==> src/sv/der_sequence_content_extractor_assert.svh <==
// Assertion macros for the extractor modules; only dsce_queue uses them.
// Both expect clk and rst_n in scope.
`ifndef DER_SEQUENCE_CONTENT_EXTRACTOR_ASSERT_SVH
`define DER_SEQUENCE_CONTENT_EXTRACTOR_ASSERT_SVH

// Same-cycle implication.
`define DSCE_ASSERT_NOW(label, ante, cons) \
    label: assert property (@(posedge clk) disable iff (!rst_n) (ante) |-> (cons)) \
        else $error("dsce: assertion failed");

// Next-cycle implication.
`define DSCE_ASSERT_NEXT(label, ante, cons) \
    label: assert property (@(posedge clk) disable iff (!rst_n) (ante) |=> (cons)) \
        else $error("dsce: assertion failed");

`endif

==> src/sv/dsce_pkg.sv <==
package dsce_pkg;

    localparam int MAX_LENGTH_BYTES = 3;
    localparam int LBL_W = $clog2(MAX_LENGTH_BYTES + 1);

    localparam int QUEUE_DEPTH = 2;
    localparam int QPTR_W = (QUEUE_DEPTH > 1) ? $clog2(QUEUE_DEPTH) : 1;
    localparam int QCNT_W = $clog2(QUEUE_DEPTH + 1);

    localparam logic [7:0] SEQ_TAG = 8'h30;
    localparam logic [7:0] STRIP_ENABLE_RST = 8'h01;
    localparam logic [7:0] STRIP_LENGTH_RST = 8'h21;
    localparam logic [23:0] MAX24 = 24'hFF_FFFF;

    // register indexes (byte address = 4 * index)
    localparam logic REG_STRIP_ENABLE = 1'b0;
    localparam logic REG_STRIP_LENGTH = 1'b1;

    typedef enum logic [2:0] {
        PH_OUTER_TAG,
        PH_OUTER_LEN,
        PH_LONG_LEN,
        PH_ELEM_TAG,
        PH_ELEM_LEN,
        PH_ELEM_DATA
    } phase_t;

    typedef enum logic [2:0] {
        ST_OK,
        ST_BAD_TAG,
        ST_MISMATCH,
        ST_BAD_FORM,
        ST_TRUNCATED
    } status_t;

    typedef struct packed {
        logic [7:0]  out_byte;
        logic        byte_valid;
        logic        done_res;
        status_t     status;
        logic [23:0] out_count;
    } result_t;

endpackage

==> src/sv/dsce_parse.sv <==
module dsce_parse
    import dsce_pkg::*;
(
    input  logic        clk,
    input  logic        rst_n,
    input  logic        in_valid,
    output logic        in_ready,
    input  logic [7:0]  data_byte,
    input  logic        last_byte,
    input  logic        strip_enable,
    input  logic [7:0]  strip_length,
    input  logic        push_ready,
    output logic        push_valid,
    output result_t     push_item
);

    phase_t             phase_reg, phase_next;
    logic [LBL_W-1:0]   lbl_reg, lbl_next;
    logic [23:0]        decl_reg, decl_next;
    logic [24:0]        seen_reg, seen_next;
    logic [7:0]         elem_left_reg, elem_left_next;
    logic               strip_pending_reg, strip_pending_next;
    logic [23:0]        produced_reg, produced_next;
    status_t            err_reg, err_next;

    logic               accept;
    logic               emit;
    status_t            final_status;

    assign in_ready = push_ready;
    assign accept   = in_valid && push_ready;

    always_comb
    begin
        phase_next         = phase_reg;
        lbl_next           = lbl_reg;
        decl_next          = decl_reg;
        seen_next          = seen_reg;
        elem_left_next     = elem_left_reg;
        strip_pending_next = strip_pending_reg;
        produced_next      = produced_reg;
        err_next           = err_reg;
        emit               = 1'b0;

        if (err_reg == ST_OK)
        begin
            // content_seen saturates one past the 24-bit range
            if (phase_reg >= PH_ELEM_TAG && !seen_reg[24])
            begin
                seen_next = seen_reg + 25'd1;
            end
            unique case (phase_reg)
                PH_OUTER_TAG:
                begin
                    if (data_byte != SEQ_TAG)
                    begin
                        err_next = ST_BAD_TAG;
                    end
                    else
                    begin
                        phase_next = PH_OUTER_LEN;
                    end
                end
                PH_OUTER_LEN:
                begin
                    if (!data_byte[7])
                    begin
                        decl_next  = {16'd0, data_byte};
                        phase_next = PH_ELEM_TAG;
                    end
                    else if (data_byte[6:0] == 7'd0 ||
                             data_byte[6:0] > 7'(MAX_LENGTH_BYTES))
                    begin
                        err_next = ST_BAD_FORM;
                    end
                    else
                    begin
                        lbl_next   = LBL_W'(data_byte[6:0]);
                        decl_next  = 24'd0;
                        phase_next = PH_LONG_LEN;
                    end
                end
                PH_LONG_LEN:
                begin
                    if (decl_reg[23:16] != 8'd0)
                    begin
                        err_next = ST_BAD_FORM;
                    end
                    else
                    begin
                        decl_next = {decl_reg[15:0], data_byte};
                        lbl_next  = lbl_reg - LBL_W'(1);
                        if (lbl_reg == LBL_W'(1))
                        begin
                            phase_next = PH_ELEM_TAG;
                        end
                    end
                end
                PH_ELEM_TAG:
                begin
                    phase_next = PH_ELEM_LEN;
                end
                PH_ELEM_LEN:
                begin
                    elem_left_next     = data_byte;
                    strip_pending_next = strip_enable && (data_byte == strip_length) &&
                                         (data_byte != 8'd0);
                    phase_next         = (data_byte == 8'd0) ? PH_ELEM_TAG : PH_ELEM_DATA;
                end
                PH_ELEM_DATA:
                begin
                    if (!(strip_pending_reg && data_byte == 8'd0))
                    begin
                        emit = 1'b1;
                        if (produced_reg != MAX24)
                        begin
                            produced_next = produced_reg + 24'd1;
                        end
                    end
                    strip_pending_next = 1'b0;
                    elem_left_next     = elem_left_reg - 8'd1;
                    if (elem_left_reg == 8'd1)
                    begin
                        phase_next = PH_ELEM_TAG;
                    end
                end
                default:
                begin
                    phase_next = PH_OUTER_TAG;
                end
            endcase
        end
    end

    always_comb
    begin
        priority if (err_next != ST_OK)
        begin
            final_status = err_next;
        end
        else if (phase_next <= PH_LONG_LEN)
        begin
            final_status = ST_MISMATCH;
        end
        else if (seen_next != {1'b0, decl_next})
        begin
            final_status = ST_MISMATCH;
        end
        else if (phase_next != PH_ELEM_TAG)
        begin
            final_status = ST_TRUNCATED;
        end
        else
        begin
            final_status = ST_OK;
        end
    end

    always_comb
    begin
        push_valid           = accept && (emit || last_byte);
        push_item.out_byte   = emit ? data_byte : 8'd0;
        push_item.byte_valid = emit;
        push_item.done_res   = last_byte;
        push_item.status     = last_byte ? final_status : ST_OK;
        push_item.out_count  = last_byte ? produced_next : 24'd0;
    end

    always_ff @(posedge clk or negedge rst_n)
    begin
        if (!rst_n)
        begin
            phase_reg         <= PH_OUTER_TAG;
            lbl_reg           <= '0;
            decl_reg          <= '0;
            seen_reg          <= '0;
            elem_left_reg     <= '0;
            strip_pending_reg <= 1'b0;
            produced_reg      <= '0;
            err_reg           <= ST_OK;
        end
        else if (accept)
        begin
            if (last_byte)
            begin
                phase_reg         <= PH_OUTER_TAG;
                lbl_reg           <= '0;
                decl_reg          <= '0;
                seen_reg          <= '0;
                elem_left_reg     <= '0;
                strip_pending_reg <= 1'b0;
                produced_reg      <= '0;
                err_reg           <= ST_OK;
            end
            else
            begin
                phase_reg         <= phase_next;
                lbl_reg           <= lbl_next;
                decl_reg          <= decl_next;
                seen_reg          <= seen_next;
                elem_left_reg     <= elem_left_next;
                strip_pending_reg <= strip_pending_next;
                produced_reg      <= produced_next;
                err_reg           <= err_next;
            end
        end
    end

endmodule

==> src/sv/dsce_queue.sv <==
`include "der_sequence_content_extractor_assert.svh"

module dsce_queue
    import dsce_pkg::*;
(
    input  logic    clk,
    input  logic    rst_n,
    input  logic    push_valid,
    output logic    push_ready,
    input  result_t push_item,
    output logic    out_valid,
    input  logic    out_ready,
    output result_t out_item
);

    result_t              mem [QUEUE_DEPTH];
    logic [QPTR_W-1:0]    wr_ptr_reg, wr_ptr_next;
    logic [QPTR_W-1:0]    rd_ptr_reg, rd_ptr_next;
    logic [QCNT_W-1:0]    count_reg, count_next;
    logic                 do_push;
    logic                 do_pop;

    assign push_ready = (count_reg != QCNT_W'(QUEUE_DEPTH));
    assign out_valid  = (count_reg != '0);
    assign out_item   = mem[rd_ptr_reg];
    assign do_push    = push_valid && push_ready;
    assign do_pop     = out_valid && out_ready;

    always_comb
    begin
        wr_ptr_next = wr_ptr_reg;
        rd_ptr_next = rd_ptr_reg;
        count_next  = count_reg;
        if (do_push)
        begin
            wr_ptr_next = (wr_ptr_reg == QPTR_W'(QUEUE_DEPTH - 1)) ? '0
                                                                   : wr_ptr_reg + QPTR_W'(1);
        end
        if (do_pop)
        begin
            rd_ptr_next = (rd_ptr_reg == QPTR_W'(QUEUE_DEPTH - 1)) ? '0
                                                                   : rd_ptr_reg + QPTR_W'(1);
        end
        unique case ({do_push, do_pop})
            2'b10:   count_next = count_reg + QCNT_W'(1);
            2'b01:   count_next = count_reg - QCNT_W'(1);
            default: count_next = count_reg;
        endcase
    end

    always_ff @(posedge clk)
    begin
        if (do_push)
        begin
            mem[wr_ptr_reg] <= push_item;
        end
    end

    always_ff @(posedge clk or negedge rst_n)
    begin
        if (!rst_n)
        begin
            wr_ptr_reg <= '0;
            rd_ptr_reg <= '0;
            count_reg  <= '0;
        end
        else
        begin
            wr_ptr_reg <= wr_ptr_next;
            rd_ptr_reg <= rd_ptr_next;
            count_reg  <= count_next;
        end
    end

    `DSCE_ASSERT_NOW(a_full_stalls_front, count_reg == QCNT_W'(QUEUE_DEPTH), !push_ready)
    `DSCE_ASSERT_NEXT(a_count_tracks_push, do_push && !do_pop, count_reg == $past(count_reg) + QCNT_W'(1))
    `DSCE_ASSERT_NEXT(a_count_tracks_pop, do_pop && !do_push, count_reg == $past(count_reg) - QCNT_W'(1))
    `DSCE_ASSERT_NOW(a_no_empty_item, out_valid, out_item.byte_valid || out_item.done_res)

endmodule

==> src/sv/der_sequence_content_extractor.sv <==
// DER SEQUENCE content extractor.
// Input channel (in_valid/in_ready): one byte of the encoding per item in
// data_byte, last_byte set on the final byte. Output channel
// (out_valid/out_ready): one item per content byte passed on (byte_valid=1)
// and one for the final byte (done_res=1, with status and out_count); a byte
// can give both at once; header and tag bytes other than the final byte give none.
// Throughput: one input item per cycle while the queue is not full. The parser
// updates its phase in the accepting cycle and writes the result into a two-entry
// queue; the output shows the item read from the queue memory.
// When the receiver stalls, the queue absorbs up to two results; in_ready
// drops only while the queue is full.
// APB port: register 0 strip_enable (addr 0x0), register 1 strip_length
// (addr 0x4); write only while the block is idle. pready is tied high.
// Reset (rst_n low, async) returns the parser to expecting the outer tag,
// empties the queue, and sets strip_enable=1, strip_length=33.
module der_sequence_content_extractor
    import dsce_pkg::*;
(
    input  logic        clk,
    input  logic        rst_n,
    input  logic        in_valid,
    output logic        in_ready,
    input  logic [7:0]  data_byte,
    input  logic        last_byte,
    output logic        out_valid,
    input  logic        out_ready,
    output logic [7:0]  out_byte,
    output logic        byte_valid,
    output logic        done_res,
    output logic [2:0]  status,
    output logic [23:0] out_count,
    input  logic        psel,
    input  logic        penable,
    input  logic        pwrite,
    input  logic [2:0]  paddr,
    input  logic [31:0] pwdata,
    output logic [31:0] prdata,
    output logic        pready
);

    logic        strip_enable_reg;
    logic [7:0]  strip_length_reg;
    logic        cfg_write;
    logic        push_valid;
    logic        push_ready;
    result_t     push_item;
    result_t     out_item;

    assign pready    = 1'b1;
    assign cfg_write = psel && penable && pwrite && pready;

    always_ff @(posedge clk or negedge rst_n)
    begin
        if (!rst_n)
        begin
            strip_enable_reg <= STRIP_ENABLE_RST[0];
            strip_length_reg <= STRIP_LENGTH_RST;
        end
        else if (cfg_write)
        begin
            unique case (paddr[2])
                REG_STRIP_ENABLE: strip_enable_reg <= pwdata[0];
                REG_STRIP_LENGTH: strip_length_reg <= pwdata[7:0];
                default:          strip_enable_reg <= strip_enable_reg;
            endcase
        end
    end

    always_comb
    begin
        unique case (paddr[2])
            REG_STRIP_ENABLE: prdata = {31'd0, strip_enable_reg};
            REG_STRIP_LENGTH: prdata = {24'd0, strip_length_reg};
            default:          prdata = 32'd0;
        endcase
    end

    dsce_parse u_parse (
        .clk          (clk),
        .rst_n        (rst_n),
        .in_valid     (in_valid),
        .in_ready     (in_ready),
        .data_byte    (data_byte),
        .last_byte    (last_byte),
        .strip_enable (strip_enable_reg),
        .strip_length (strip_length_reg),
        .push_ready   (push_ready),
        .push_valid   (push_valid),
        .push_item    (push_item)
    );

    dsce_queue u_queue (
        .clk        (clk),
        .rst_n      (rst_n),
        .push_valid (push_valid),
        .push_ready (push_ready),
        .push_item  (push_item),
        .out_valid  (out_valid),
        .out_ready  (out_ready),
        .out_item   (out_item)
    );

    assign out_byte   = out_item.out_byte;
    assign byte_valid = out_item.byte_valid;
    assign done_res   = out_item.done_res;
    assign status     = out_item.status;
    assign out_count  = out_item.out_count;

endmodule

==> config.mk <==
export PLATFORM = sky130hd
export DESIGN_NAME = der_sequence_content_extractor
export DESIGN_NICKNAME = d
export VERILOG_FILES = /design/src/sv/dsce_pkg.sv /design/src/sv/dsce_parse.sv /design/src/sv/dsce_queue.sv /design/src/sv/der_sequence_content_extractor.sv
export VERILOG_INCLUDE_DIRS = /design/src /design/src/sv
export SDC_FILE = /design/constraint.sdc
export NUM_CORES = 1
export LEC_CHECK = 0
export BUFFER_PORTS_ARGS = -buffer_cell sky130_fd_sc_hd__buf_2
export CAP_MARGIN = 40
export CORE_MARGIN = 5
export CORE_UTILIZATION = 50
export CTS_CLUSTER_SIZE = 40
export DETAILED_ROUTE_END_ITERATION = 7
export GPL_ROUTABILITY_DRIVEN = 0
export PLACE_DENSITY_LB_ADDON = 0.25
export SLEW_MARGIN = 5
export SYNTH_ARGS = -nofsm -noshare
export SYNTH_HDL_FRONTEND = slang
export SYNTH_HIERARCHICAL = 1
export SYNTH_SLANG_ARGS = --single-unit
==> constraint.sdc <==
create_clock -name clk -period 3.5 [get_ports clk]
set_input_delay 0.7 -clock clk [delete_from_list [all_inputs] [get_ports clk]]
set_output_delay 0.7 -clock clk [all_outputs]
set_load 0.005 [all_outputs]
==> flow_metrics.env <==
export IMPL_outcome="finished, final reports clean"
export IMPL_relSlewSlack_pct=41.8
export IMPL_critPathBufInv=1
export IMPL_reg2reg_from="u_parse/phase_reg[0]$_DFFE_PN0P_"
export IMPL_cp_required_ns=3.66
export IMPL_crit_path_start_kind="flip-flop"
export IMPL_min_period_ns=3.34
export IMPL_rr_endpoint="u_queue/mem[0][25]$_DFFE_PP_"
export IMPL_ys_types=69
export IMPL_diodes=0
export IMPL_clockBufferDepth=2
export IMPL_top_layer="met5"
export IMPL_ys_seq_area_share_pct=48.4
export IMPL_synth_edf_count=74
export IMPL_crit_path_max_fanout=10
export IMPL_fin_nets=1117
export IMPL_fin_ws_ns=0.159
export IMPL_critPathArrivalTime_ns=3.50
export IMPL_p_per_area_nw_per_um2=510
export IMPL_ys_seq_elements=177
export IMPL_detailedPlace_worstSlack_ns=-0.123
export IMPL_die_area_sq_um=22800
export IMPL_grt_pass1_wl_microns=37000
export IMPL_wl_met1_microns=10400
export IMPL_ant_nets=0
export IMPL_cp_endpoint="u_queue/mem[0][25]$_DFFE_PP_"
export IMPL_synth_top_area_cell="dfrtp_1"
export IMPL_drt_iter0_markers=510
export IMPL_pwr_share_comb_pct=22.0
export IMPL_routed_wl_microns=22700
export IMPL_placed_cell_area_sq_um=10600
export IMPL_synth_area_top_cells="dfrtp_1 (25%), edfxtp_1 (22%), xnor2_1 (4.7%)"
export IMPL_largest_reg_flops=74
export IMPL_fp_row_count=51
export IMPL_cts_tree="yes"
export IMPL_maxCapViolCount=0
export IMPL_end_kind="flip-flop"
export IMPL_die_h_microns=151
export IMPL_holdCritPathClass="input pin to async pin"
export IMPL_reg2reg_slack_ns=0.16
export IMPL_coreArea_sq_um=19500
export IMPL_critPathKind="flip-flop to flip-flop"
export IMPL_worstSetupStartpoint="u_parse/phase_reg[0]$_DFFE_PN0P_"
export IMPL_viasPerCell=5.60
export IMPL_worstSkewPairLatency_ns=0.42
export IMPL_max_freq_mhz=299
export IMPL_switching_share_pct=29.9
export IMPL_cpMostUsedCell="a21oi_1"
export IMPL_synth_avg_cell_area_sq_um=9.97
export IMPL_path_delay_family="simple AND/OR/NAND/NOR gates"
export IMPL_antenna_found_initial=1
export IMPL_area_growth_pct=13.4
export IMPL_synth_area_sq_um=9920
export IMPL_cp_slowest_stage_delay_ns=0.47
export IMPL_htree_num_levels=4
export IMPL_grt_max_degree=84
export IMPL_cp_depth=10
export IMPL_numPortBuffers=71
export IMPL_internal_power_w=0.00402
export IMPL_clock_sinks=177
export IMPL_fin_crit_sh_pct=95.5
export IMPL_netSwitchingPower_w=0.00172
export IMPL_seqPwrFrac_pct=44.4
export IMPL_final_area_sq_um=11300
export IMPL_ys_top_cells_by_count="dfrtp_1 (100), nand2_1 (100), nor2_1 (80)"
export IMPL_fillers=1683
export IMPL_root_buffer="clkbuf_16"
export IMPL_met3WireLength_microns=1100
export IMPL_dr_wl_met2_microns=10800
export IMPL_start_util_pct=50.8
export IMPL_wl_per_cell_microns=16.9
export IMPL_setup_viol=0
export IMPL_die_w_microns=151
export IMPL_drv_slew=0
export IMPL_p_leak_nw=4.34
export IMPL_drcViolationCount=0
export IMPL_slowest_stage="dfrtp_1"
export IMPL_ir_drop_uv=371
export IMPL_synthCells=995
export IMPL_overflow=0
export IMPL_hold_viol=0
export IMPL_worst_slew_pin_transition_ns=0.872
export IMPL_io_pins=123
export IMPL_netlist_area_leader_share_pct=25.2
export IMPL_dr_pass1_iters=5
export IMPL_r2r_cells=10
export IMPL_first_global_vias=7268
export IMPL_pwr_share_clk_pct=33.6
export IMPL_drive_gt1_share_pct=21.4
export IMPL_synth_flop_cell="dfrtp_1"
export IMPL_vias=7488
export IMPL_grt_setup_unrepaired="no"
export IMPL_path_cells="buf_4, or3b_1, a21oi_1, or3_1, a22oi_1, xor2_1, nor4_1, nand4_1, nor4_4, a21oi_1"
export IMPL_cts_buffers=17
export IMPL_dp_hpwl_microns=15700
export IMPL_yosysWarnings=6
export IMPL_grt_usage_pct=20.4
export IMPL_async_flop_share_pct=58.2
export IMPL_path_clk_slew_ns=0.07
export IMPL_finClkSkew_ns=0.0122
==> worst min-delay path by stage <==
stage,from,slack (ns),cells past startpoint,end
2_1_floorplan,rst_n,0.40,0,strip_length_reg[1]$_DFFE_PN0P_
3_3_place_gp,u_queue/count_reg[1]$_DFFE_PN0P_,0.48,1,u_queue/count_reg[1]$_DFFE_PN0P_
3_5_place_dp,u_queue/count_reg[1]$_DFFE_PN0P_,0.48,1,u_queue/count_reg[1]$_DFFE_PN0P_
4_1_cts,rst_n,0.36,1,u_parse/seen_reg[6]$_DFFE_PN0P_
5_1_grt,rst_n,0.39,1,u_parse/seen_reg[8]$_DFFE_PN0P_
6_report,rst_n,0.33,1,u_parse/decl_reg[6]$_DFFE_PN0P_
==> final cells by class <==
type / count / area [sq um] / area share (%)
multi-input cells: 735 / 4710 / 41.8
clock buffers: 17 / 425 / 3.78
flip-flops and latches: 177 / 4800 / 42.7
clock inverters: 15 / 188 / 1.67
well taps: 265 / 332 / 2.95
repair buffers: 118 / 756 / 6.72
inverters: 11 / 41.3 / 0.367
==> layer usage <==
layer  track usage, %  vias up
met1             28.2     3613
met5                0        -
li1                 -     3651
met4             6.12        2
met3             3.26       33
met2             33.5      189
==> worst reg2reg max path, delay by kind of cell, from the launching register on <==
family / cells / cell delay (ns)
compound gates: 3 / 0.62
xor+xnor: 1 / 0.20
buf+inv: 1 / 0.21
flops: 1 / 0.47
simple gates: 5 / 1.59
==> power groups by stage <==
stage | sequential [W] | clock (W) | combinational, W
floorplan | 0.00249 | 0 | 0.000911
global placement | 0.00258 | 0 | 0.00123
detailed placement | 0.00259 | 0 | 0.00126
CTS | 0.00255 | 0.00197 | 0.00126
global route | 0.00257 | 0.00207 | 0.00138
finish | 0.00255 | 0.00193 | 0.00126
==> layout by cell type, fill, tap and decap left out, drive strengths merged, types with 29 or more instances in the layout <==
cell type  Yosys  layout
a21oi         76      76
buf           43     118
dfrtp        100     100
edfxtp        74      74
mux2          47      47
nand2        100     100
nor2          81      81
nor3          36      36
o21ai         73      73
xnor2         53      53
xor2          29      29
==> repair_timing <==
action / CTS / global route
buffers inserted: 0 / 0
resized for setup: 0 / 4
hold buffers: 0 / 0
hold endpoints to repair: 0 / 0
setup endpoints to repair: 0 / 13
==> stage by stage <==
| stage | instances | total power (W) | hold WS [ns] | util [%] | TNS, ns |
|---|---|---|---|---|---|
| finish | 1338 | 0.00574 | 0.326 | 57.6 | 0 |
| global route | 1338 | 0.00603 | 0.389 | 57.6 | 0 |
| CTS | 1338 | 0.00578 | 0.360 | 57.5 | 0 |
| detailed placement | 1306 | 0.00385 | 0.477 | 54.3 | -0.488 |
| global placement | 1305 | 0.00381 | 0.476 | 54.2 | -0.224 |
| floorplan | 1018 | 0.00340 | 0.404 | - | 0 |
==> cells by family (layout without fill, tap and decap cells) <==
| kind of cell | Yosys count | after routing | synth area share, % |
|---|---|---|---|
| simple gates | 338 | 338 | 16.9 |
| compound gates | 226 | 226 | 13.9 |
| flops | 177 | 177 | 48.4 |
| buf+inv | 106 | 161 | 5.51 |
| xor+xnor | 82 | 82 | 7.24 |
| mux | 58 | 58 | 7.20 |
| fa+ha+maj | 6 | 6 | 0.757 |
| other cells | 2 | 25 | 0.0757 |
(Power assumes the default switching activity.)
